`src/hdl/srlt_pkg.sv`:
```
// ---------------------------------------------------------------------------
// srlt_pkg
// Shared types and constants of the stereo RMS level trigger: register
// indexes and reset values, fixed datapath widths, queue sizing, and the
// control structs passed between the front part, the queue and the back part.
// ---------------------------------------------------------------------------
package srlt_pkg;

  // Configuration register indexes
  typedef enum logic [1:0] {
    CFG_GAIN      = 2'd0,
    CFG_BALANCE   = 2'd1,
    CFG_THRESHOLD = 2'd2
  } cfg_idx_t;

  localparam int CFG_W     = 16;
  localparam int CFG_IDX_W = 2;

  localparam logic [CFG_W-1:0] GAIN_RST      = 16'd1024;
  localparam logic [CFG_W-1:0] BALANCE_RST   = 16'd60948;
  localparam logic [CFG_W-1:0] THRESHOLD_RST = 16'd39322;

  // Datapath widths: |sample * gain / 2048| < 2^20, so the scaled value needs
  // 21 bits and never reaches the 24-bit saturation bound.
  localparam int SAMPLE_W = 16;
  localparam int W_W      = 21;          // scaled sample
  localparam int SQ_W     = 40;          // square of a scaled sample
  localparam int MEAN_W   = 40;          // mean square is bounded by one square
  localparam int RAD_W    = MEAN_W + 2;  // radicand: 4 * mean
  localparam int ROOT_W   = RAD_W / 2;   // floor root of the radicand
  localparam int RMS_W    = 24;
  localparam int LVL_W    = 16;
  localparam int PROD_OLD_W = 2 * LVL_W;           // level * balance
  localparam int PROD_NEW_W = (CFG_W + 1) + ROOT_W; // (65536 - balance) * rms
  localparam int BLEND_W    = PROD_NEW_W + 1;

  // Block-end queue between the front and the back part
  localparam int Q_DEPTH = 4;
  localparam int Q_PTR_W = 2;
  localparam int Q_CNT_W = 3;

  typedef struct packed {
    logic [Q_CNT_W-1:0] count;
    logic               empty;
  } q_stat_t;

  typedef struct packed {
    logic [CFG_W-1:0] balance;
    logic [CFG_W-1:0] threshold;
  } back_cfg_t;

  // Back part sequencer
  typedef enum logic [4:0] {
    BK_IDLE  = 5'b00001,
    BK_DIV   = 5'b00010,
    BK_SQRT  = 5'b00100,
    BK_MUL   = 5'b01000,
    BK_BLEND = 5'b10000
  } back_state_t;

endpackage

```
`src/hdl/srlt_queue.sv`:
```
// ---------------------------------------------------------------------------
// srlt_queue
// Short register queue that carries finished block sums from the front part
// to the back part. Push and pop may happen in the same cycle.
// ---------------------------------------------------------------------------
module srlt_queue #(
  parameter int WIDTH = 60
) (
  input  logic              clk,
  input  logic              rst_n,
  input  logic              push,
  input  logic [WIDTH-1:0]  push_data,
  input  logic              pop,
  output logic [WIDTH-1:0]  pop_data,
  output srlt_pkg::q_stat_t stat
);
  import srlt_pkg::*;

  logic [WIDTH-1:0]   mem_r [Q_DEPTH];
  logic [Q_PTR_W-1:0] wr_ptr_r;
  logic [Q_PTR_W-1:0] rd_ptr_r;
  logic [Q_CNT_W-1:0] cnt_r;
  logic               do_pop;

  assign do_pop = pop && (cnt_r != '0);

  // Store the request at the write pointer
  always_ff @(posedge clk) begin
    if (push) begin
      mem_r[wr_ptr_r] <= push_data;
    end
  end

  // Advance pointers and occupancy
  always_ff @(posedge clk) begin
    if (!rst_n) begin
      wr_ptr_r <= '0;
      rd_ptr_r <= '0;
      cnt_r    <= '0;
    end else begin
      if (push) begin
        wr_ptr_r <= wr_ptr_r + 1'b1;
      end
      if (do_pop) begin
        rd_ptr_r <= rd_ptr_r + 1'b1;
      end
      case ({push, do_pop})
        2'b10:   cnt_r <= cnt_r + 1'b1;
        2'b01:   cnt_r <= cnt_r - 1'b1;
        default: cnt_r <= cnt_r;
      endcase
    end
  end

  assign pop_data   = mem_r[rd_ptr_r];
  assign stat.count = cnt_r;
  assign stat.empty = (cnt_r == '0);

endmodule

```
`config.mk`:
```
export PLATFORM = sky130hd
export DESIGN_NAME = srlt_queue
export DESIGN_NICKNAME = d
export VERILOG_FILES = /design/src/hdl/srlt_pkg.sv /design/src/hdl/srlt_queue.sv
export SDC_FILE = /design/constraint.sdc
export NUM_CORES = 1
export LEC_CHECK = 0
export ABC_AREA = 1
export BUFFER_PORTS_ARGS = -buffer_cell sky130_fd_sc_hd__clkbuf_2
export CAP_MARGIN = 20
export CORE_UTILIZATION = 31
export CTS_BUF_LIST = sky130_fd_sc_hd__clkbuf_2
export DETAILED_ROUTE_END_ITERATION = 10
export GPL_TIMING_DRIVEN = 0
export PLACE_DENSITY_LB_ADDON = 0.12
export SYNTH_ARGS = -nofsm -noshare
export SYNTH_HDL_FRONTEND = slang
export SYNTH_SLANG_ARGS = --single-unit
```
`constraint.sdc`:
```
create_clock -name clk -period 3.5 [get_ports clk]
set_clock_uncertainty 0.15 [all_clocks]
set_input_delay 0.35 -clock clk [delete_from_list [all_inputs] [get_ports clk]]
set_output_delay 0.35 -clock clk [all_outputs]
set_load 0.1 [all_outputs]
```
# After elaboration in Yosys (flattened, before gate mapping)
# Memory sizes are Yosys's and may differ from the RTL's. A register that Yosys moved wholly into a read port is not among the register bits.
# Index checks and enable logic that the tools add are counted.
[totals]
mem_bits_rw = 240
input_bits = 64
n_memories = 1
register_bits = 7
mem_bits_ro = 0
latchBits = 0
output_inout_bits = 64
wordCells = 19
[classes]
n_div = 0
bitwise_logic = 0
shift = 0
add_sub_neg = 4
n_lt_le_gt_ge = 0
mul = 0
n_mux = 5
reduce_logical = 4
eq_ne = 2
[memory_table]
columns = ["name", "words", "word_bits", "read_ports", "rd_clocked_by_memory_dff", "wr", "line", "source"]
rows = [
  ["mem_r", 4, 60, 1, 1, 1, "srlt_queue.sv:19", "logic [WIDTH-1:0] mem_r [Q_DEPTH];"],
]
[op_table]
columns = ["cell", "n"]
rows = [
  ["$pmux 3 s2", 1],
  ["$add 2x1->2 const B", 2],
  ["$mux 2", 2],
  ["$add 3x1->3 const B", 1],
  ["$logic_not 3->1", 1],
  ["$reduce_bool 3->1", 1],
  ["$sub 3x1->3 const B", 1],
  ["$eq 2x1->1 const B", 1],
  ["$eq 2x2->1 const B", 1],
  ["$mux 1", 2],
  ["$reduce_bool 2->1", 1],
  ["$logic_and 1x1->1", 1],
]

# Longest topological paths before layout
[depth]
depth_word = 4
mapped_depth = 13
ltp_nobuf = 13

# Worst setup path before layout
# No wires, ideal clock.
[synth_timing]
path_type = "register to output"
startpoint = "reg with a tool-made name"
endpoint = "out pop_data[10]"
t_required_ps = 3000
slack_ps = 672
t_arrival_ps = 2328
stages_incl_launch_ff = 7
cell_sequence = "dfxtp_1 > buf_6 > inv_2 > buf_8 > buf_6 > o21ai_1 > o22ai_1"
[synth_lines]
columns = ["item", "line", "source"]
rows = [
  ["end: declaration", "srlt_queue.sv:14", "output logic [WIDTH-1:0] pop_data,"],
]

==> impl_metrics.toml <==
[route]
vias_per_cell = 4.60
drt_iter0_markers = 252
drt_pass1_iterations = 4
vias = 6207
totalWireLength_um = 23800
wire_per_inst_um = 17.7
drc = 0
ant_nets = 0

[floorplan]
die-height_um = 177
die_w_um = 177
rows = 63
ios = 128
die_area_sq_um = 31500
core_area_sq_um = 30000
start_util = 0.318

[sta]
worst_pin_slew_ns = 0.625
slew_headroom = 0.583
drv_slew = 0
final_hold_viol_count = 0
setup_slack_ns = 0.230
fin_setup_tns_ns = 0
fin_crit_ns = 3.27
finalCritPeriodShare = 0.934
fmaxAchievable_ghz = 0.306
grt_setup_unrepaired = "false"
finalSetupViolCount = 0

[critical_path]
r2r-end = "cnt_r[0]"
worst_path_max_delay_cell = "dfxtp_1"
path_class = "reg2out"
crit_chain = "clkbuf_1 > o21ai_0 > o22ai_1 > clkbuf_2"
end_kind = "output port"
rr_worst_depth = 8
crit_fanout = 10
cp.arrival_ns = 2.77
required_ns = 3.00
worst-path-buf-inv = 2
cp-start-kind = "register"
r2r_start = "cnt_r[1]"
critPathMaxStageDelay_ns = 0.64
reg2reg_slack_ns = 1.42
cpLargestDelayFamily = "buffers and inverters"

[power_and_ir_drop]
leakage_nw = 4.46
vdd_ir_drop_max_mv = 0.651
fin_total_pwr_w = 0.00877
cellPowerDensity_nw_per_um2 = 725

[placed_design]
place_inst = 1167
io_buffers = 127
post-place-ws_ns = 0.784
gp_congestion = 0.742
hpwl_um = 13800

[grt]
globalRoute.busiestLayer = "met2"
grt-ovfl-total = 0
grt_start_max_net_pins = 54
use_met1 = 0.186
use_met3 = 0.0388
grt_pass1_vias = 6607
grt_first_pass_wirelength_um = 35800
grt_usage = 0.156
grt_antenna_before_repair = 2
use_met2 = 0.265

[min_path]
hold_depth = 2
hold_class = "in2reg"
min_from = "push_data[14]"
min_delay_worst_endpoint = "mem_r[2][14]"

[clock_tree]
clk_pin_slew_worst_paths_ns = 0.10
clock_latency_ns = 0.79
cts_sinks = 249
post_cts_buffers = 0
cts_buffer_depth = 3
cts_tree = "built"
cts_buffers = 68
cts_max_level = 3
root_buffer = "clkbuf_2"

[yosys]
syn_inst = 646
syn_nets = 716
async_flop_share = 0
synthTopCellsByCount = "240 x edfxtp_1, 106 x nor2_1, 84 x o21ai_0, 40 x o21ai_1, 40 x o22ai_1"
ys.warnings.count = 0
yosys.cell_count.top_type = "edfxtp_1"
synth_top_area_share = 0.756
netlist_top_cells_area = "edfxtp_1 76%, o21ai_0 4.4%, nor2_1 4.2%"
postSynthAreaPerCell_sq_um = 14.8
yosysSeqAreaShare = 0.775
synth_edf_count = 240
yosysTopAreaCell = "edfxtp_1"
syn_area_sq_um = 9530
synth_cell_types = 19
synth_seq_cells = 249
synthFlopType = "edfxtp_1"

[cells_and_area]
area_delta_synth_final_pct = 26.8
drive_above_1_share = 0.320
fin_nets = 981
final_cells = 1349

[job]
cap_violations = 0

[outcome]
outcome = "finished, final reports clean"
==> layout by cell type (no fill, tap or decap) <==
cell type | netlist | routed
a21oi_1 | 5 | 5
buf_16 | 0 | 4
buf_2 | 3 | 4
buf_6 | 9 | 9
buf_8 | 3 | 3
bufinv_16 | 0 | 2
clkbuf_1 | 23 | 13
clkbuf_2 | 0 | 219
clkbuf_4 | 0 | 14
clkinv_1 | 0 | 11
clkinv_2 | 0 | 4
dfxtp_1 | 9 | 9
diode_2 | 0 | 2
dlygate4sd3_1 | 0 | 64
edfxtp_1 | 240 | 240
fa_1 | 1 | 1
ha_1 | 5 | 5
inv_1 | 19 | 15
inv_2 | 1 | 3
inv_4 | 0 | 4
nand2_1 | 15 | 15
nand3_1 | 3 | 3
nor2_1 | 106 | 106
nor2_2 | 20 | 20
o21ai_0 | 84 | 84
o21ai_1 | 40 | 40
o22ai_1 | 40 | 40
o22ai_2 | 20 | 20
==> how the worst max path moves through the flow <==
stage | cells after the start | to | start | slack [ns]
after floorplan | 6 | pop_data[10] | register | 0.67
after global placement | 4 | mem_r[2][0] | wr_ptr_r[0] | -0.04
after detailed placement | 5 | pop_data[25] | register | 0.78
after CTS | 5 | pop_data[1] | register | 0.0004
after global routing | 5 | pop_data[26] | register | 0.001
final | 4 | pop_data[6] | register | 0.23
==> cells by family (layout without fill, tap and decap cells) <==
logic type	after synthesis	after routing	synth area share
other cells	0	2	0
fa+ha+maj	6	6	0.00866
flops	249	249	0.775
buf+inv	58	369	0.0339
simple gates	144	144	0.0623
compound gates	189	189	0.120
==> sequential cells by signal, indices dropped and copies added, names as in the netlist, named ones only <==
register and count:
cnt_r 3, rd_ptr_r 2, wr_ptr_r 2, mem_r 240
==> report_power, final <==
part | internal, W | switching, W
Combinational | 0.000606 | 0.00269
Clock | 0.000888 | 0.00112
Sequential | 0.00341 | 0.0000493
Total | 0.00490 | 0.00386
==> stage by stage <==
stage	utilization	area (sq um)	hold slack, ns
after global routing	0.403	12100	0.0483
after CTS	0.403	12100	0.0414
final	0.403	12100	0.127
after floorplan	-	9530	0.299
after global placement	0.356	10700	0.338
after detailed placement	0.360	10800	0.342
==> per-layer routing <==
metal / routed length, um / vias to the layer above
met3: 1170 / 42
met5: 0 / -
met1: 10100 / 3010
met4: 553 / 0
met2: 12000 / 164
li1: - / 2991
==> cell type report <==
| type | instances | area [sq um] |
|---|---|---|
| multi-input cells | 339 | 1820 |
| well taps | 390 | 488 |
| fillers | 2868 | 17900 |
| inverters | 20 | 85.1 |
| clock inverters | 19 | 129 |
| clock buffers | 97 | 485 |
| flip-flops and latches | 249 | 7390 |
| diodes | 2 | 5.00 |
| plain buffers | 38 | 260 |
| repair buffers | 195 | 1420 |
==> what timing repair did <==
action | in CTS | in global routing
hold buffers | 64 | 0
endpoints found under the setup margin | 35 | 18
endpoints found under the hold margin | 317 | 0
gates resized for setup | 19 | 11
Note: power is estimated with default switching activity, not from simulation.
