### src/hdl/srlt_pkg.sv
// ---------------------------------------------------------------------------
// srlt_pkg
// Shared types and constants of the stereo RMS level trigger: register
// indexes and reset values, fixed datapath widths, queue sizing, and the
// control structs passed between the front part, the queue and the back part.
// ---------------------------------------------------------------------------
package srlt_pkg;

  // Configuration register indexes
  typedef enum logic [1:0] {
    CFG_GAIN      = 2'd0,
    CFG_BALANCE   = 2'd1,
    CFG_THRESHOLD = 2'd2
  } cfg_idx_t;

  localparam int CFG_W     = 16;
  localparam int CFG_IDX_W = 2;

  localparam logic [CFG_W-1:0] GAIN_RST      = 16'd1024;
  localparam logic [CFG_W-1:0] BALANCE_RST   = 16'd60948;
  localparam logic [CFG_W-1:0] THRESHOLD_RST = 16'd39322;

  // Datapath widths: |sample * gain / 2048| < 2^20, so the scaled value needs
  // 21 bits and never reaches the 24-bit saturation bound.
  localparam int SAMPLE_W = 16;
  localparam int W_W      = 21;          // scaled sample
  localparam int SQ_W     = 40;          // square of a scaled sample
  localparam int MEAN_W   = 40;          // mean square is bounded by one square
  localparam int RAD_W    = MEAN_W + 2;  // radicand: 4 * mean
  localparam int ROOT_W   = RAD_W / 2;   // floor root of the radicand
  localparam int RMS_W    = 24;
  localparam int LVL_W    = 16;
  localparam int PROD_OLD_W = 2 * LVL_W;           // level * balance
  localparam int PROD_NEW_W = (CFG_W + 1) + ROOT_W; // (65536 - balance) * rms
  localparam int BLEND_W    = PROD_NEW_W + 1;

  // Block-end queue between the front and the back part
  localparam int Q_DEPTH = 4;
  localparam int Q_PTR_W = 2;
  localparam int Q_CNT_W = 3;

  typedef struct packed {
    logic [Q_CNT_W-1:0] count;
    logic               empty;
  } q_stat_t;

  typedef struct packed {
    logic [CFG_W-1:0] balance;
    logic [CFG_W-1:0] threshold;
  } back_cfg_t;

  // Back part sequencer
  typedef enum logic [4:0] {
    BK_IDLE  = 5'b00001,
    BK_DIV   = 5'b00010,
    BK_SQRT  = 5'b00100,
    BK_MUL   = 5'b01000,
    BK_BLEND = 5'b10000
  } back_state_t;

endpackage

### src/hdl/srlt_front.sv
// ---------------------------------------------------------------------------
// srlt_front
// Front part: accepts stereo frames, tracks block boundaries, scales and
// squares both samples in a two-stage pipeline, accumulates the block energy
// and pushes the sum with its frame count into the queue at block end.
// ---------------------------------------------------------------------------
module srlt_front #(
  parameter int BLOCK_FRAMES = 512,
  parameter int SUM_W        = 50,
  parameter int FCNT_W       = 10
) (
  input  logic                                  clk,
  input  logic                                  rst_n,
  input  logic [srlt_pkg::CFG_W-1:0]            gain,
  input  logic                                  in_valid,
  output logic                                  in_stall,
  input  logic signed [srlt_pkg::SAMPLE_W-1:0]  in_left_sample,
  input  logic signed [srlt_pkg::SAMPLE_W-1:0]  in_right_sample,
  input  logic                                  in_last_in_block,
  input  srlt_pkg::q_stat_t                     q_stat,
  output logic                                  push,
  output logic [SUM_W-1:0]                      push_sum,
  output logic [FCNT_W-1:0]                     push_frames
);
  import srlt_pkg::*;

  localparam int PROD_W = SAMPLE_W + CFG_W + 1;

  logic                     accept;
  logic [FCNT_W-1:0]        frame_cnt_r;
  logic [FCNT_W-1:0]        frames_now;
  logic                     is_last;
  logic signed [PROD_W-1:0] prod_l;
  logic signed [PROD_W-1:0] prod_r;
  logic signed [2*W_W-1:0]  sq_l;
  logic signed [2*W_W-1:0]  sq_r;
  logic [1:0]               pending;
  logic [Q_CNT_W:0]         occupancy;
  logic [SUM_W-1:0]         acc_r;
  logic [SUM_W-1:0]         acc_sum;

  // Stage 1 registers: scaled samples
  logic                     s1_valid_r;
  logic                     s1_last_r;
  logic [FCNT_W-1:0]        s1_frames_r;
  logic signed [W_W-1:0]    s1_wl_r;
  logic signed [W_W-1:0]    s1_wr_r;

  // Stage 2 registers: squares
  logic                     s2_valid_r;
  logic                     s2_last_r;
  logic [FCNT_W-1:0]        s2_frames_r;
  logic [SQ_W-1:0]          s2_sql_r;
  logic [SQ_W-1:0]          s2_sqr_r;

  // Hold off input while the queue cannot take every block end in flight
  assign pending   = 2'(s1_valid_r && s1_last_r) + 2'(s2_valid_r && s2_last_r);
  assign occupancy = {1'b0, q_stat.count} + (Q_CNT_W+1)'(pending);
  assign in_stall  = !rst_n || (occupancy >= (Q_CNT_W+1)'(Q_DEPTH));
  assign accept    = in_valid && !in_stall;

  // Block boundary: flagged frame or a full block
  assign frames_now = frame_cnt_r + 1'b1;
  assign is_last    = in_last_in_block || (frames_now == FCNT_W'(BLOCK_FRAMES));

  always_ff @(posedge clk) begin
    if (!rst_n) begin
      frame_cnt_r <= '0;
    end else if (accept) begin
      frame_cnt_r <= is_last ? '0 : frames_now;
    end
  end

  // Scale by gain / 2048 with floor; the product always fits 32 bits
  assign prod_l = in_left_sample * $signed({1'b0, gain});
  assign prod_r = in_right_sample * $signed({1'b0, gain});

  always_ff @(posedge clk) begin
    if (!rst_n) begin
      s1_valid_r <= 1'b0;
    end else begin
      s1_valid_r <= accept;
    end
  end

  always_ff @(posedge clk) begin
    s1_last_r   <= is_last;
    s1_frames_r <= frames_now;
    s1_wl_r     <= prod_l[PROD_W-2:11];
    s1_wr_r     <= prod_r[PROD_W-2:11];
  end

  // Square both scaled samples
  assign sq_l = s1_wl_r * s1_wl_r;
  assign sq_r = s1_wr_r * s1_wr_r;

  always_ff @(posedge clk) begin
    if (!rst_n) begin
      s2_valid_r <= 1'b0;
    end else begin
      s2_valid_r <= s1_valid_r;
    end
  end

  always_ff @(posedge clk) begin
    s2_last_r   <= s1_last_r;
    s2_frames_r <= s1_frames_r;
    s2_sql_r    <= sq_l[SQ_W-1:0];
    s2_sqr_r    <= sq_r[SQ_W-1:0];
  end

  // Accumulate; at block end hand the total to the queue and restart
  assign acc_sum = acc_r + SUM_W'(s2_sql_r) + SUM_W'(s2_sqr_r);

  always_ff @(posedge clk) begin
    if (!rst_n) begin
      acc_r <= '0;
    end else if (s2_valid_r) begin
      acc_r <= s2_last_r ? '0 : acc_sum;
    end
  end

  assign push        = s2_valid_r && s2_last_r;
  assign push_sum    = acc_sum;
  assign push_frames = s2_frames_r;

endmodule

### config.mk
export PLATFORM = sky130hd
export DESIGN_NAME = srlt_front
export DESIGN_NICKNAME = d
export VERILOG_FILES = /design/src/hdl/srlt_pkg.sv /design/src/hdl/srlt_front.sv
export SDC_FILE = /design/constraint.sdc
export NUM_CORES = 2
export LEC_CHECK = 0
export BUFFER_PORTS_ARGS = -buffer_cell sky130_fd_sc_hd__buf_2
export CORE_ASPECT_RATIO = 0.75
export CORE_UTILIZATION = 50
export DETAILED_ROUTE_END_ITERATION = 12
export MAX_ROUTING_LAYER = met4
export PLACE_DENSITY = 0.72
export SKIP_LAST_GASP = 1
export SLEW_MARGIN = 20
export SYNTH_ARGS = -nofsm -noshare
export SYNTH_HDL_FRONTEND = slang
export SYNTH_SLANG_ARGS = --single-unit
### constraint.sdc
create_clock -name clk -period 9.39 [get_ports clk]
set_clock_uncertainty 0.2 [all_clocks]
set_input_delay 0 -clock clk [delete_from_list [all_inputs] [get_ports clk]]
set_output_delay 0 -clock clk [all_outputs]
set_load 0.01 [all_outputs]
==> Word-level counts from Yosys, hierarchy flattened <==
Cells that the tools add are included.
{ "word_totals": {"register_bits": 206, "inputBits": 56, "out_inout_bits": 62, "elab_cells": 32} }
{ "classes": {"n_addsub": 5, "mul": 4, "n_lt_le_gt_ge": 1, "n_eq_ne": 1, "muxes": 2, "reduce_logical": 7} }
{ "ops": {"columns": ["op", "n"], "rows": [
  ["$add A50 B40 Y50", 2],
  ["$mul A21 B21 Y40", 2],
  ["$mul A16 B17 Y32", 2],
  ["$mux W50", 1],
  ["$add A10 B1 Y10 const B", 1],
  ["$eq A10 B10 Y1 const B", 1],
  ["$mux W10", 1],
  ["$add A3 B2 Y4", 1],
  ["$ge A4 B3 Y1 const B", 1],
  ["$logic_and A1 B1 Y1", 3],
  ["$add A1 B1 Y2", 1],
  ["$logic_not A1 Y1", 2],
  ["$logic_or A1 B1 Y1", 2]
]} }

==> Longest topological paths before layout <==
{ "depth": {"depth_word": 7, "ltp_mapped": 28, "depth_no_buf": 26} }

==> Worst setup path before layout <==
OpenSTA, ideal clock, no wires.
{ "synth_path": {"kind": "reg-to-reg", "start": "register s1_wl_r[20]", "end": "register s2_sql_r[39]", "setup_time_ps": 121, "arrival_time_ps": 6755, "t_required_ps": 9069, "setup_slack_ps": 2315, "stages_incl_launch_ff": 25, "path_cell_list": "dfxtp_1 -> clkinv_1 -> clkbuf_1 -> nor2_1 -> fa_1 -> fa_1 -> inv_1 -> fa_1 -> inv_1 -> fa_1 -> fa_1 -> fa_1 -> inv_1 -> fa_1 -> inv_1 -> ha_1 -> nand3_1 -> inv_1 -> nand3_1 -> or2_2 -> o2111ai_1 -> nand2_1 -> o2111ai_1 -> a21oi_1 -> xnor2_1"} }
{ "synth_via": {"elab_chain_len": 1} }
{ "synth_rtl": {"columns": ["item", "line_no", "text"], "rows": [
  ["start, declared", "srlt_front.sv:46", "logic signed [W_W-1:0] s1_wl_r;"],
  ["start signal, assigned", "srlt_front.sv:89", "s1_wl_r <= prod_l[PROD_W-2:11];"],
  ["$mul A21 B21 Y40", "srlt_front.sv:94", "assign sq_l = s1_wl_r * s1_wl_r;"],
  ["via sq_l[39]", "srlt_front.sv:35", "logic signed [2*W_W-1:0] sq_l;"],
  ["end signal, assigned", "srlt_front.sv:108", "s2_sql_r <= sq_l[SQ_W-1:0];"],
  ["end, declared", "srlt_front.sv:53", "logic [SQ_W-1:0] s2_sql_r;"]
]} }
The timed path passes the listed nets, and every way through them passes these cells.
A chain may end at the register's enable or synchronous reset.

==> Worst setup path after layout <==
{ "layout_path": {"start": "register s1_wr_r[5]", "end": "register s2_sqr_r[39]"} }
{ "layout_via": {"elab_chain_len": 1} }
{ "layout_rtl": {"columns": ["item", "line_no", "text"], "rows": [
  ["start, declared", "srlt_front.sv:47", "logic signed [W_W-1:0] s1_wr_r;"],
  ["start signal, assigned", "srlt_front.sv:90", "s1_wr_r <= prod_r[PROD_W-2:11];"],
  ["$mul A21 B21 Y40", "srlt_front.sv:95", "assign sq_r = s1_wr_r * s1_wr_r;"],
  ["via sq_r[39]", "srlt_front.sv:36", "logic signed [2*W_W-1:0] sq_r;"],
  ["end signal, assigned", "srlt_front.sv:109", "s2_sqr_r <= sq_r[SQ_W-1:0];"],
  ["end, declared", "srlt_front.sv:54", "logic [SQ_W-1:0] s2_sqr_r;"]
]} }
The timed path passes the listed nets, and every way through them passes these cells.

==> flow_summary.ini <==
[cells_and_area]
final_util = 0.535
multi_input_comb_area_um2 = 43000
mostFrequentLayoutCells = inv_1, fa_1, nand2_1
nFillCells = 9443
syn_to_final_growth_pct = 5.63
seqCellArea_um2 = 4080
mostFrequentLayoutCell = inv_1
final_cells = 7212
nNetsFinal = 7571
layout-drive-gt1-share = 0.0449

[floorplan]
die_y_um = 285
dieArea_um2 = 108000
die_w_um = 380
fp-row-count = 103
num_io_pins = 118
start_util = 0.506
core_area_um2 = 106000

[logic_synthesis]
synth_seq_cells = 204
synthCells = 5756
ys_seq_area_frac = 0.0764
avgSynthCellArea_um2 = 9.29
synth_cell_types = 93
synth_warnings = 0
synth_edf_count = 0
ys.flop_type = dfxtp_1
syn_area_um2 = 53500
synth-async-reset-ratio = 0

[timing]
rsz0062_at_grt = no
slew_headroom = 0.249
period_needed_ns = 8.24
finalSetupTns_ns = 0
finalSetupViolCount = 0
finalHoldViolCount = 0
max_freq_mhz = 121
finalCritPeriodShare = 0.877
worstMarginPinSlew_ns = 1.13
final-max-slew-violation-count = 0

[routing]
vias_per_cell = 5.22
drt_iter0_drc = 2815
postRouteAntennaNets = 0
drc_errors = 0
dr_total_vias = 37600
dr.pass1.iters = 5
wl_per_cell_um = 17.7
wirelength_mm = 128

[critical_path]
reg2reg_slack_ns = 1.15
r2r-end = s2_sqr_r[39]
critPathLaunchType = register
r2r-start = s1_wr_r[5]
crit_path_start = s1_wr_r[5]
endpoint_kind = register
worstPathRequired_ns = 9.62
crit_end = s2_sqr_r[39]
reg2reg_depth = 25
worstPathArrival_ns = 8.47
cp_max_fo = 11
criticalPathCategory = reg2reg

[cts]
postCtsSetupRepairBufs = 0
root_buffer = clkbuf_16
htree_levels = 1
cts_tree = done
clockBufferDepth = 3
clkTransAtPathRegs_ns = 0.06
cts.sinks = 204
ctsHoldBuffers = 10
numCtsBuffers = 24
insertion_delay_ns = 0.56
post_cts_resized = 0

[run]
cap_viol_max_count = 0

[place]
hpwl_mm = 104
gp_congestion = 0.952
port_buffers = 116
place_inst = 7157

[grt]
grt_max_degree = 53
antenna_found_initial = 2
grt_pass1_vias = 40200
track_usage = 0.251
grt_pass1_wl_mm = 211
gr-total-overflow = 0

[worst_hold_path]
hold_path.class = in2out

[status]
status = finished, final reports clean
-- worst min path at each step --
stage | startpoint | end | slack, ns | cells past startpoint
after floorplan | q_stat[3] | in_stall | -0.09 | 2
after global placement | q_stat[3] | in_stall | 0.07 | 4
after detailed placement | q_stat[3] | in_stall | 0.07 | 4
after CTS | q_stat[2] | in_stall | 0.1 | 4
after global routing | q_stat[2] | in_stall | 0.13 | 4
final | q_stat[2] | in_stall | 0.1 | 4
-- cells by family after synthesis --
logic type               count (synthesis)  synth area share
buffers and inverters                 1711             0.120
AND/OR/NAND/NOR                       1404             0.125
adder cells (fa/ha/maj)               1739             0.580
multiplexers                             9           0.00178
AO/OA/AOI/OAI                          487            0.0645
other                                    1         0.0000701
flip-flops                             204            0.0764
XOR/XNOR                               201            0.0329
-- per-stage QoR --
step / area, um^2 / setup slack (ns) / hold slack [ns]
final: 56500 / 1.15 / 0.0975
after global routing: 56500 / 0.700 / 0.126
after CTS: 56500 / 1.24 / 0.0986
after detailed placement: 55500 / 1.29 / 0.0689
after global placement: 55500 / 1.39 / 0.0681
after floorplan: 53500 / 2.31 / -0.0866
-- metal layers --
metal  GRT usage  up-vias  share of wire  wire, um
li1            -    17200              -         -
met1       0.357    18800           0.45     57800
met2       0.369     1502           0.43     54700
met3      0.0607      138           0.10     13200
met4      0.0402        0          0.015      1980
met5           -        -              0         0
-- synthesized netlist by cell type (all sizes together), types with 60 or more instances --
cell | n | area, um^2
dfxtp | 204 | 4080
clkbuf | 184 | 692
nand2 | 627 | 2350
o21ai | 72 | 379
nor2 | 200 | 751
a21oi | 126 | 634
inv | 1522 | 5710
and2 | 336 | 2100
a21o | 60 | 467
xor2 | 63 | 552
xnor2 | 138 | 1210
fa | 1231 | 24600
ha | 508 | 6360
-- critical path, stage by stage, from the launching register on --
cell       delay (ns)
dfxtp_1          0.72
inv_1            0.44
nor2_1           0.34
fa_1             0.48
ha_1             0.31
a21oi_1          0.09
fa_1             0.51
inv_1            0.05
fa_1             0.50
inv_1            0.05
fa_1             0.52
inv_1            0.05
fa_1             0.47
inv_1            0.05
fa_1             0.47
inv_1            0.04
ha_1             0.37
nand2_1          0.08
o21ai_0          0.26
a31oi_1          0.17
a2111oi_1        0.73
o21ai_1          0.34
a211oi_1         0.44
a2111o_1         0.17
a21oi_1          0.08
xor2_1           0.15
-- state kept, by name, indices dropped and copies added, names as in the netlist --
signal / flops
acc_r: 50
frame_cnt_r: 10
push_frames: 10
s1_frames_r: 10
s1_last_r: 1
s1_valid_r: 1
s1_wl_r: 21
s1_wr_r: 21
s2_last_r: 1
s2_sql_r: 39
s2_sqr_r: 39
s2_valid_r: 1
-- final cells by class --
type	instances	share of cell area
timing repair buffer	180	0.0192
clock buffer	24	0.0106
sequential	204	0.0723
clock inverter	20	0.00436
multi-input combinational	3842	0.761
inverter	1524	0.101
tap	1417	0.0314
antenna	1	0.0000443
Power is not shown: default switching activity piles up to over one toggle a cycle in this logic, so the estimate is an artifact.
