**src/hdl/srlt_pkg.sv**
```systemverilog
// ---------------------------------------------------------------------------
// srlt_pkg
// Shared types and constants of the stereo RMS level trigger: register
// indexes and reset values, fixed datapath widths, queue sizing, and the
// control structs passed between the front part, the queue and the back part.
// ---------------------------------------------------------------------------
package srlt_pkg;

  // Configuration register indexes
  typedef enum logic [1:0] {
    CFG_GAIN      = 2'd0,
    CFG_BALANCE   = 2'd1,
    CFG_THRESHOLD = 2'd2
  } cfg_idx_t;

  localparam int CFG_W     = 16;
  localparam int CFG_IDX_W = 2;

  localparam logic [CFG_W-1:0] GAIN_RST      = 16'd1024;
  localparam logic [CFG_W-1:0] BALANCE_RST   = 16'd60948;
  localparam logic [CFG_W-1:0] THRESHOLD_RST = 16'd39322;

  // Datapath widths: |sample * gain / 2048| < 2^20, so the scaled value needs
  // 21 bits and never reaches the 24-bit saturation bound.
  localparam int SAMPLE_W = 16;
  localparam int W_W      = 21;          // scaled sample
  localparam int SQ_W     = 40;          // square of a scaled sample
  localparam int MEAN_W   = 40;          // mean square is bounded by one square
  localparam int RAD_W    = MEAN_W + 2;  // radicand: 4 * mean
  localparam int ROOT_W   = RAD_W / 2;   // floor root of the radicand
  localparam int RMS_W    = 24;
  localparam int LVL_W    = 16;
  localparam int PROD_OLD_W = 2 * LVL_W;           // level * balance
  localparam int PROD_NEW_W = (CFG_W + 1) + ROOT_W; // (65536 - balance) * rms
  localparam int BLEND_W    = PROD_NEW_W + 1;

  // Block-end queue between the front and the back part
  localparam int Q_DEPTH = 4;
  localparam int Q_PTR_W = 2;
  localparam int Q_CNT_W = 3;

  typedef struct packed {
    logic [Q_CNT_W-1:0] count;
    logic               empty;
  } q_stat_t;

  typedef struct packed {
    logic [CFG_W-1:0] balance;
    logic [CFG_W-1:0] threshold;
  } back_cfg_t;

  // Back part sequencer
  typedef enum logic [4:0] {
    BK_IDLE  = 5'b00001,
    BK_DIV   = 5'b00010,
    BK_SQRT  = 5'b00100,
    BK_MUL   = 5'b01000,
    BK_BLEND = 5'b10000
  } back_state_t;

endpackage

```
**src/hdl/srlt_back.sv**
```systemverilog
// ---------------------------------------------------------------------------
// srlt_back
// Back part: takes one block sum from the queue, divides it by the value
// count one quotient bit a cycle, takes the square root two radicand bits a
// cycle, blends the root into the smoothed level and raises the trigger.
// ---------------------------------------------------------------------------
module srlt_back #(
  parameter int SUM_W  = 50,
  parameter int FCNT_W = 10
) (
  input  logic                          clk,
  input  logic                          rst_n,
  input  srlt_pkg::back_cfg_t           cfg,
  input  srlt_pkg::q_stat_t             q_stat,
  input  logic [SUM_W-1:0]              q_sum,
  input  logic [FCNT_W-1:0]             q_frames,
  output logic                          pop,
  output logic                          out_valid,
  input  logic                          out_stall,
  output logic [srlt_pkg::LVL_W-1:0]    out_smoothed_level,
  output logic [srlt_pkg::RMS_W-1:0]    out_block_rms,
  output logic                          out_trigger
);
  import srlt_pkg::*;

  localparam int DIV_W  = FCNT_W + 1;
  localparam int STEP_W = $clog2(SUM_W);
  localparam int REM_W  = ROOT_W + 1;

  back_state_t            state_r;
  back_state_t            state_nxt;
  logic [STEP_W-1:0]      step_r;

  // Divider
  logic [SUM_W-1:0]       dvd_r;
  logic [DIV_W-1:0]       rem_r;
  logic [DIV_W-1:0]       dvs_r;
  logic [DIV_W:0]         rem_sh;
  logic [DIV_W:0]         rem_diff;
  logic                   div_ge;
  logic [SUM_W-1:0]       quo_nxt;

  // Square root
  logic [RAD_W-1:0]       rad_r;
  logic [REM_W-1:0]       sq_rem_r;
  logic [ROOT_W-1:0]      root_r;
  logic [REM_W+1:0]       sq_sh;
  logic [REM_W+1:0]       sq_trial;
  logic [REM_W+1:0]       sq_diff;
  logic                   sq_ge;

  // Blend
  logic [PROD_OLD_W-1:0]  prod_old_r;
  logic [PROD_NEW_W-1:0]  prod_new_r;
  logic [CFG_W:0]         bal_compl;
  logic [BLEND_W-1:0]     blend_sum;
  logic [LVL_W-1:0]       level_new;
  logic                   over_thr;
  logic                   out_free;
  logic [LVL_W-1:0]       level_r;
  logic                   above_r;

  logic                   out_valid_r;
  logic [LVL_W-1:0]       out_level_r;
  logic [RMS_W-1:0]       out_rms_r;
  logic                   out_trigger_r;

  // Restoring division step
  assign rem_sh   = {rem_r, dvd_r[SUM_W-1]};
  assign rem_diff = rem_sh - {1'b0, dvs_r};
  assign div_ge   = (rem_sh >= {1'b0, dvs_r});
  assign quo_nxt  = {dvd_r[SUM_W-2:0], div_ge};

  // Digit-by-digit square root step
  assign sq_sh    = {sq_rem_r, rad_r[RAD_W-1:RAD_W-2]};
  assign sq_trial = {1'b0, root_r, 2'b01};
  assign sq_diff  = sq_sh - sq_trial;
  assign sq_ge    = (sq_sh >= sq_trial);

  // Blend old level with the new root and clamp to full scale
  assign bal_compl = (CFG_W+1)'(1 << CFG_W) - {1'b0, cfg.balance};
  assign blend_sum = BLEND_W'(prod_old_r) + BLEND_W'(prod_new_r);
  assign level_new = (|blend_sum[BLEND_W-1:2*LVL_W]) ? {LVL_W{1'b1}}
                                                      : blend_sum[2*LVL_W-1:LVL_W];
  assign over_thr  = (level_new > cfg.threshold);
  assign out_free  = !out_valid_r || !out_stall;

  assign pop = (state_r == BK_IDLE) && !q_stat.empty;

  // Sequencer
  always_comb begin
    state_nxt = state_r;
    case (state_r)
      BK_IDLE: begin
        if (!q_stat.empty) begin
          state_nxt = BK_DIV;
        end
      end
      BK_DIV: begin
        if (step_r == '0) begin
          state_nxt = BK_SQRT;
        end
      end
      BK_SQRT: begin
        if (step_r == '0) begin
          state_nxt = BK_MUL;
        end
      end
      BK_MUL: begin
        state_nxt = BK_BLEND;
      end
      BK_BLEND: begin
        if (out_free) begin
          state_nxt = BK_IDLE;
        end
      end
      default: begin
        state_nxt = BK_IDLE;
      end
    endcase
  end

  always_ff @(posedge clk) begin
    if (!rst_n) begin
      state_r <= BK_IDLE;
    end else begin
      state_r <= state_nxt;
    end
  end

  // Iteration datapath
  always_ff @(posedge clk) begin
    case (state_r)
      BK_IDLE: begin
        dvd_r  <= q_sum;
        rem_r  <= '0;
        dvs_r  <= {q_frames, 1'b0};
        step_r <= STEP_W'(SUM_W - 1);
      end
      BK_DIV: begin
        dvd_r <= quo_nxt;
        rem_r <= div_ge ? rem_diff[DIV_W-1:0] : rem_sh[DIV_W-1:0];
        if (step_r == '0) begin
          rad_r    <= {quo_nxt[MEAN_W-1:0], 2'b00};
          sq_rem_r <= '0;
          root_r   <= '0;
          step_r   <= STEP_W'(ROOT_W - 1);
        end else begin
          step_r <= step_r - 1'b1;
        end
      end
      BK_SQRT: begin
        rad_r    <= rad_r << 2;
        sq_rem_r <= sq_ge ? sq_diff[REM_W-1:0] : sq_sh[REM_W-1:0];
        root_r   <= {root_r[ROOT_W-2:0], sq_ge};
        step_r   <= step_r - 1'b1;
      end
      BK_MUL: begin
        prod_old_r <= level_r * cfg.balance;
        prod_new_r <= bal_compl * root_r;
      end
      default: begin
        step_r <= step_r;
      end
    endcase
  end

  // Commit level and trigger state when the result is handed over
  always_ff @(posedge clk) begin
    if (!rst_n) begin
      level_r <= '0;
      above_r <= 1'b0;
    end else if ((state_r == BK_BLEND) && out_free) begin
      level_r <= level_new;
      above_r <= over_thr;
    end
  end

  // Output register
  always_ff @(posedge clk) begin
    if (!rst_n) begin
      out_valid_r <= 1'b0;
    end else if ((state_r == BK_BLEND) && out_free) begin
      out_valid_r <= 1'b1;
    end else if (!out_stall) begin
      out_valid_r <= 1'b0;
    end
  end

  always_ff @(posedge clk) begin
    if ((state_r == BK_BLEND) && out_free) begin
      out_level_r   <= level_new;
      out_rms_r     <= RMS_W'(root_r);
      out_trigger_r <= over_thr && !above_r;
    end
  end

  assign out_valid          = out_valid_r;
  assign out_smoothed_level = out_level_r;
  assign out_block_rms      = out_rms_r;
  assign out_trigger        = out_trigger_r;

endmodule

```
**config.mk**
```make
export PLATFORM = sky130hd
export DESIGN_NAME = srlt_back
export DESIGN_NICKNAME = d
export VERILOG_FILES = /design/src/hdl/srlt_pkg.sv /design/src/hdl/srlt_back.sv
export SDC_FILE = /design/constraint.sdc
export NUM_CORES = 2
export LEC_CHECK = 0
export BUFFER_PORTS_ARGS = -buffer_cell sky130_fd_sc_hd__buf_2
export CAP_MARGIN = 20
export CORE_MARGIN = 2
export CORE_UTILIZATION = 61
export CTS_BUF_LIST = sky130_fd_sc_hd__clkbuf_2 sky130_fd_sc_hd__clkbuf_4 sky130_fd_sc_hd__clkbuf_8
export DETAILED_ROUTE_END_ITERATION = 16
export GPL_TIMING_DRIVEN = 0
export PLACE_DENSITY = 0.75
export SYNTH_ARGS = -nofsm -noshare
export SYNTH_HDL_FRONTEND = slang
export SYNTH_SLANG_ARGS = --single-unit
export TNS_END_PERCENT = 30
```
**constraint.sdc**
```tcl
create_clock -name clk -period 19.3 [get_ports clk]
set_input_delay 1.93 -clock clk [delete_from_list [all_inputs] [get_ports clk]]
set_output_delay 1.93 -clock clk [all_outputs]
set_load 0.02 [all_outputs]
```
After elaboration in Yosys (flattened, before gate mapping)
Cells that the tools add are included.
W data, S select, Z words.
{ "op_classes": {"n_addsub": 5, "n_reduce_logical": 15, "magnitude_cmp": 3, "n_mux": 20, "n_eq_ne": 10, "n_mul": 2} }
{ "ops": {"columns": ["op", "count"], "rows": [
  ["$pmux W50 S2", 1],
  ["$pmux W42 S2", 1],
  ["$mux W22", 2],
  ["$pmux W22 S2", 1],
  ["$mux W42", 1],
  ["$pmux W21 S2", 1],
  ["$add A32 B38 Y39", 1],
  ["$mul A17 B21 Y38", 1],
  ["$mul A16 B16 Y32", 1],
  ["$pmux W5 S5", 1],
  ["$ge A24 B23 Y1", 1],
  ["$pmux W11 S2", 1],
  ["$sub A22 B22 Y22", 1],
  ["$mux W21", 1],
  ["$mux W5", 4],
  ["$pmux W6 S3", 1],
  ["$sub A17 B16 Y17 const A", 1],
  ["$gt A16 B16 Y1", 1],
  ["$mux W16", 1],
  ["$ge A12 B11 Y1", 1],
  ["$mux W11", 1],
  ["$sub A11 B11 Y11", 1],
  ["$ne A2 B2 Y1 const B", 4],
  ["$reduce_or A7 Y1", 1],
  ["17 further kinds", 24]
]} }
{ "word_totals": {"register_bits": 293, "out_inout_bits": 43} }

Longest topological paths before layout
{ "depth": {"depth_word": 5, "ltp_mapped": 30, "mapped_depth_nobuf": 28} }

Worst setup path before layout
Ideal clock, no wire load.
{ "synth_path": {"kind": "input to register", "start": "in cfg[20] (netlist name)", "end": "reg prod_new_r[28], data pin", "required_ns": 19.040, "path_slack_ns": 10.298, "cell_stages": 28, "t_arrival_ns": 8.742, "setup_ns": 0.260, "cell_sequence": "buf_2 or4_4 or4_4 nor2_4 nand2_4 xor2_1 clkbuf_1 nand2_1 fa_1 inv_1 fa_1 inv_1 fa_1 inv_1 fa_1 inv_1 fa_1 inv_1 fa_1 ha_1 and3_1 a311o_1 a31oi_1 o31ai_2 o21a_1 o21ai_0 mux2i_1 nand2_1"} }
{ "synth_via": {"elab_chain_cells": 2} }
{ "synth_lines": {"columns": ["element", "line", "text"], "rows": [
  ["start, declared", "srlt_back.sv:13", "input srlt_pkg::back_cfg_t cfg,"],
  ["$sub A17 B16 Y17", "srlt_back.sv:81", "assign bal_compl = (CFG_W+1)'(1 << CFG_W) - {1'b0, cfg.balance};"],
  ["$mul A17 B21 Y38", "srlt_back.sv:160", "prod_new_r <= bal_compl * root_r;"],
  ["end signal, assigned", "srlt_back.sv:160", null],
  ["end, declared", "srlt_back.sv:54", "logic [PROD_NEW_W-1:0] prod_new_r;"]
]} }
Every way passes these cells.
A chain may end at the register's enable or synchronous reset.

Worst setup path after layout
{ "layout_path": {"start": "in cfg[17] (netlist name)", "end": "reg prod_new_r[36], data pin"} }
The elaborated chain is that of the path after synthesis.

==> impl_metrics.ini <==
[power]
ir_worst_vdd_mv = 0.3828
power_density_nw_per_um2 = 172.1
finalPower_mw = 6.321
leakage_nw = 18.29

[logic_synthesis]
ys_seq_area_share_pct = 25.11
synth_ff_type = edfxtp_1
synth_edf_count = 268
synth.area.top_cells = fa_1, edfxtp_1, ha_1, nand2_1, inv_1
post_synth_num_cell_types = 74
post-synth-top-area-cell = fa_1
synth_area_um2 = 33890
synth_seq_cells = 291
syn_area_per_cell_um2 = 9.434
synthArstFlopShare_pct = 0
synth_top_area_share_pct = 28.30
synthCells = 3592
synth.top_cells.by_count = nand2_1, inv_1, fa_1
synth_warnings = 0
synth.most_common_cell = nand2_1

[clock_tree]
cts_resized = 0
numCtsBuffers = 51
cts_buffer_depth = 3
htreeDepth = 2
clock_latency_ps = 680
hold_buffers = 0
cts_setup_buffers = 0
cts-root-buf = clkbuf_8
cts_sinks = 291
path_clk_slew_ps = 60
cts_tree = done

[setup_path]
cp_max_fo = 10
path_delay_family = adder cells
crit_path_frequent_cell = inv_1
cp.required_ps = 19720
cp_slowest_cell = clkbuf_1
crit_type = input port to flop
cp-end-kind = flop
cp_data_arrival_time_ps = 10900
worst-path-buf-inv = 11
cpPeakStageDelay_ps = 700
start_kind = input port

[drt]
first_pass_iters = 5
drc = 0
ant_nets = 1
vias = 25580
wire_per_inst_um = 18.81
first_iter_violations = 2010
vias_per_cell = 5.585
wl_mm = 86.12

[timing]
rsz0062_at_grt = no
skew_ps = 43.03
finalHoldViolations = 0
worst_pin_slew_ps = 1093
finalSetupViolCount = 0
post-route-period-util_pct = 54.33
tns_ps = 0
relSlewSlack_pct = 27.10
max_freq_mhz = 95.37
slew_viol_final = 0
fin_crit_ps = 10480
fin_ws_ps = 8815
hold-worst-slack_ps = 442.2

[floorplan]
ios = 142
num_rows = 86
die_area_um2 = 57450
core_um2 = 54990
die_w_um = 239.7
fp.dieH_um = 239.7
start_util_pct = 61.63

[grt]
grt_overflow = 0
grt_pass1_wl_mm = 138.0
grt_max_degree = 60
grt_antenna_before_repair = 3
grt_usage_pct = 31.34
first_global_vias = 26190

[layout]
syn2layout_area_growth_pct = 8.374
fin_cells = 4579
drive_above_1_share_pct = 7.063
num-nets-final = 4659
utilization_pct = 66.79
finalInstanceArea_um2 = 36720

[placed_design]
place_inst = 4477
port_buffers = 126
placed_area_um2 = 35600
post-dp-hpwl_mm = 68.43
pre_cts_ws_ps = 8394
place_congestion = 0.9167

[run]
max_cap_viol_count = 0

[hold_path]
min_path_type = flop to flop

[outcome]
violations = antenna violations
status = finished with violations
## worst paths after layout
kind | endpoint | slack, ps | depth (start not counted) | startpoint
max reg2reg | prod_new_r[37] | 11470 | 22 | root_r[9]
min | out_block_rms[11] | 440 | 0 | root_r[11]
min reg2reg | out_block_rms[11] | 440 | 0 | root_r[11]
max | prod_new_r[36] | 8820 | 31 | cfg[17]
## registers in the layout (all words and copies together), names as in the netlist
| signal | cells |
|---|---|
| dvd_r | 50 |
| rad_r | 40 |
| prod_new_r | 38 |
| prod_old_r | 32 |
| sq_rem_r | 22 |
| out_block_rms | 21 |
| root_r | 21 |
| level_r | 16 |
| out_smoothed_level | 16 |
| rem_r | 11 |
| dvs_r | 10 |
| step_r | 6 |
| state_r | 5 |
| above_r | 1 |
| out_trigger | 1 |
| out_valid | 1 |
## final cells by class
type	count	area, µm²
multi-input combinational	2481	22280
clock buffer	74	905.9
tap	748	935.9
timing repair buffer	135	750.7
sequential	291	8508
inverter	667	2504
antenna	8	20.02
fill	4494	18260
buffer	155	621.8
clock inverter	20	193.9
## cell families after synthesis
kind of cell	Yosys count	share of synthesized area [%]
AO/OA/AOI/OAI	322	6.107
XOR/XNOR	115	2.972
adder cells (fa/ha/maj)	778	39.34
buffers and inverters	822	9.212
flip-flops	291	25.11
multiplexers	31	0.9157
other	1	0.01107
AND/OR/NAND/NOR	1232	16.33
## where the power goes
part	internal (mW)	total, mW	leakage [nW]	switching, mW
logic	1.95	4.59	15.1	2.64
registers	1.07	1.11	2.60	0.0424
clock network	0.334	0.620	0.576	0.286
total	3.35	6.32	18.3	2.97
## placed cells by master (no fill, tap or decap), types with 11 or more instances in the layout
cell type	instances
mux2i_1	31
xor2_1	23
nor4_1	20
nor2_1	129
o21bai_1	11
nand4_1	16
buf_2	135
a31oi_1	20
o21a_1	12
o21ai_0	60
and3_1	14
clkbuf_1	131
nand2_1	741
xnor2_1	92
dfxtp_1	23
clkbuf_4	19
inv_1	666
fa_1	479
a21oi_1	99
ha_1	299
a21o_1	39
nor2b_1	14
clkbuf_8	56
a211oi_1	21
nand3_1	22
nand2b_1	11
and2_1	202
nor3_1	19
edfxtp_1	268
## metal layers
layer,track usage [%],up-vias,share of wire (%)
li1,-,11640,-
met2,50.27,1078,46
met5,0,-,0.0093
met3,5.324,225,8.3
met4,13.26,2,4.4
met1,42.40,12640,41
(Power assumes the default switching activity.)
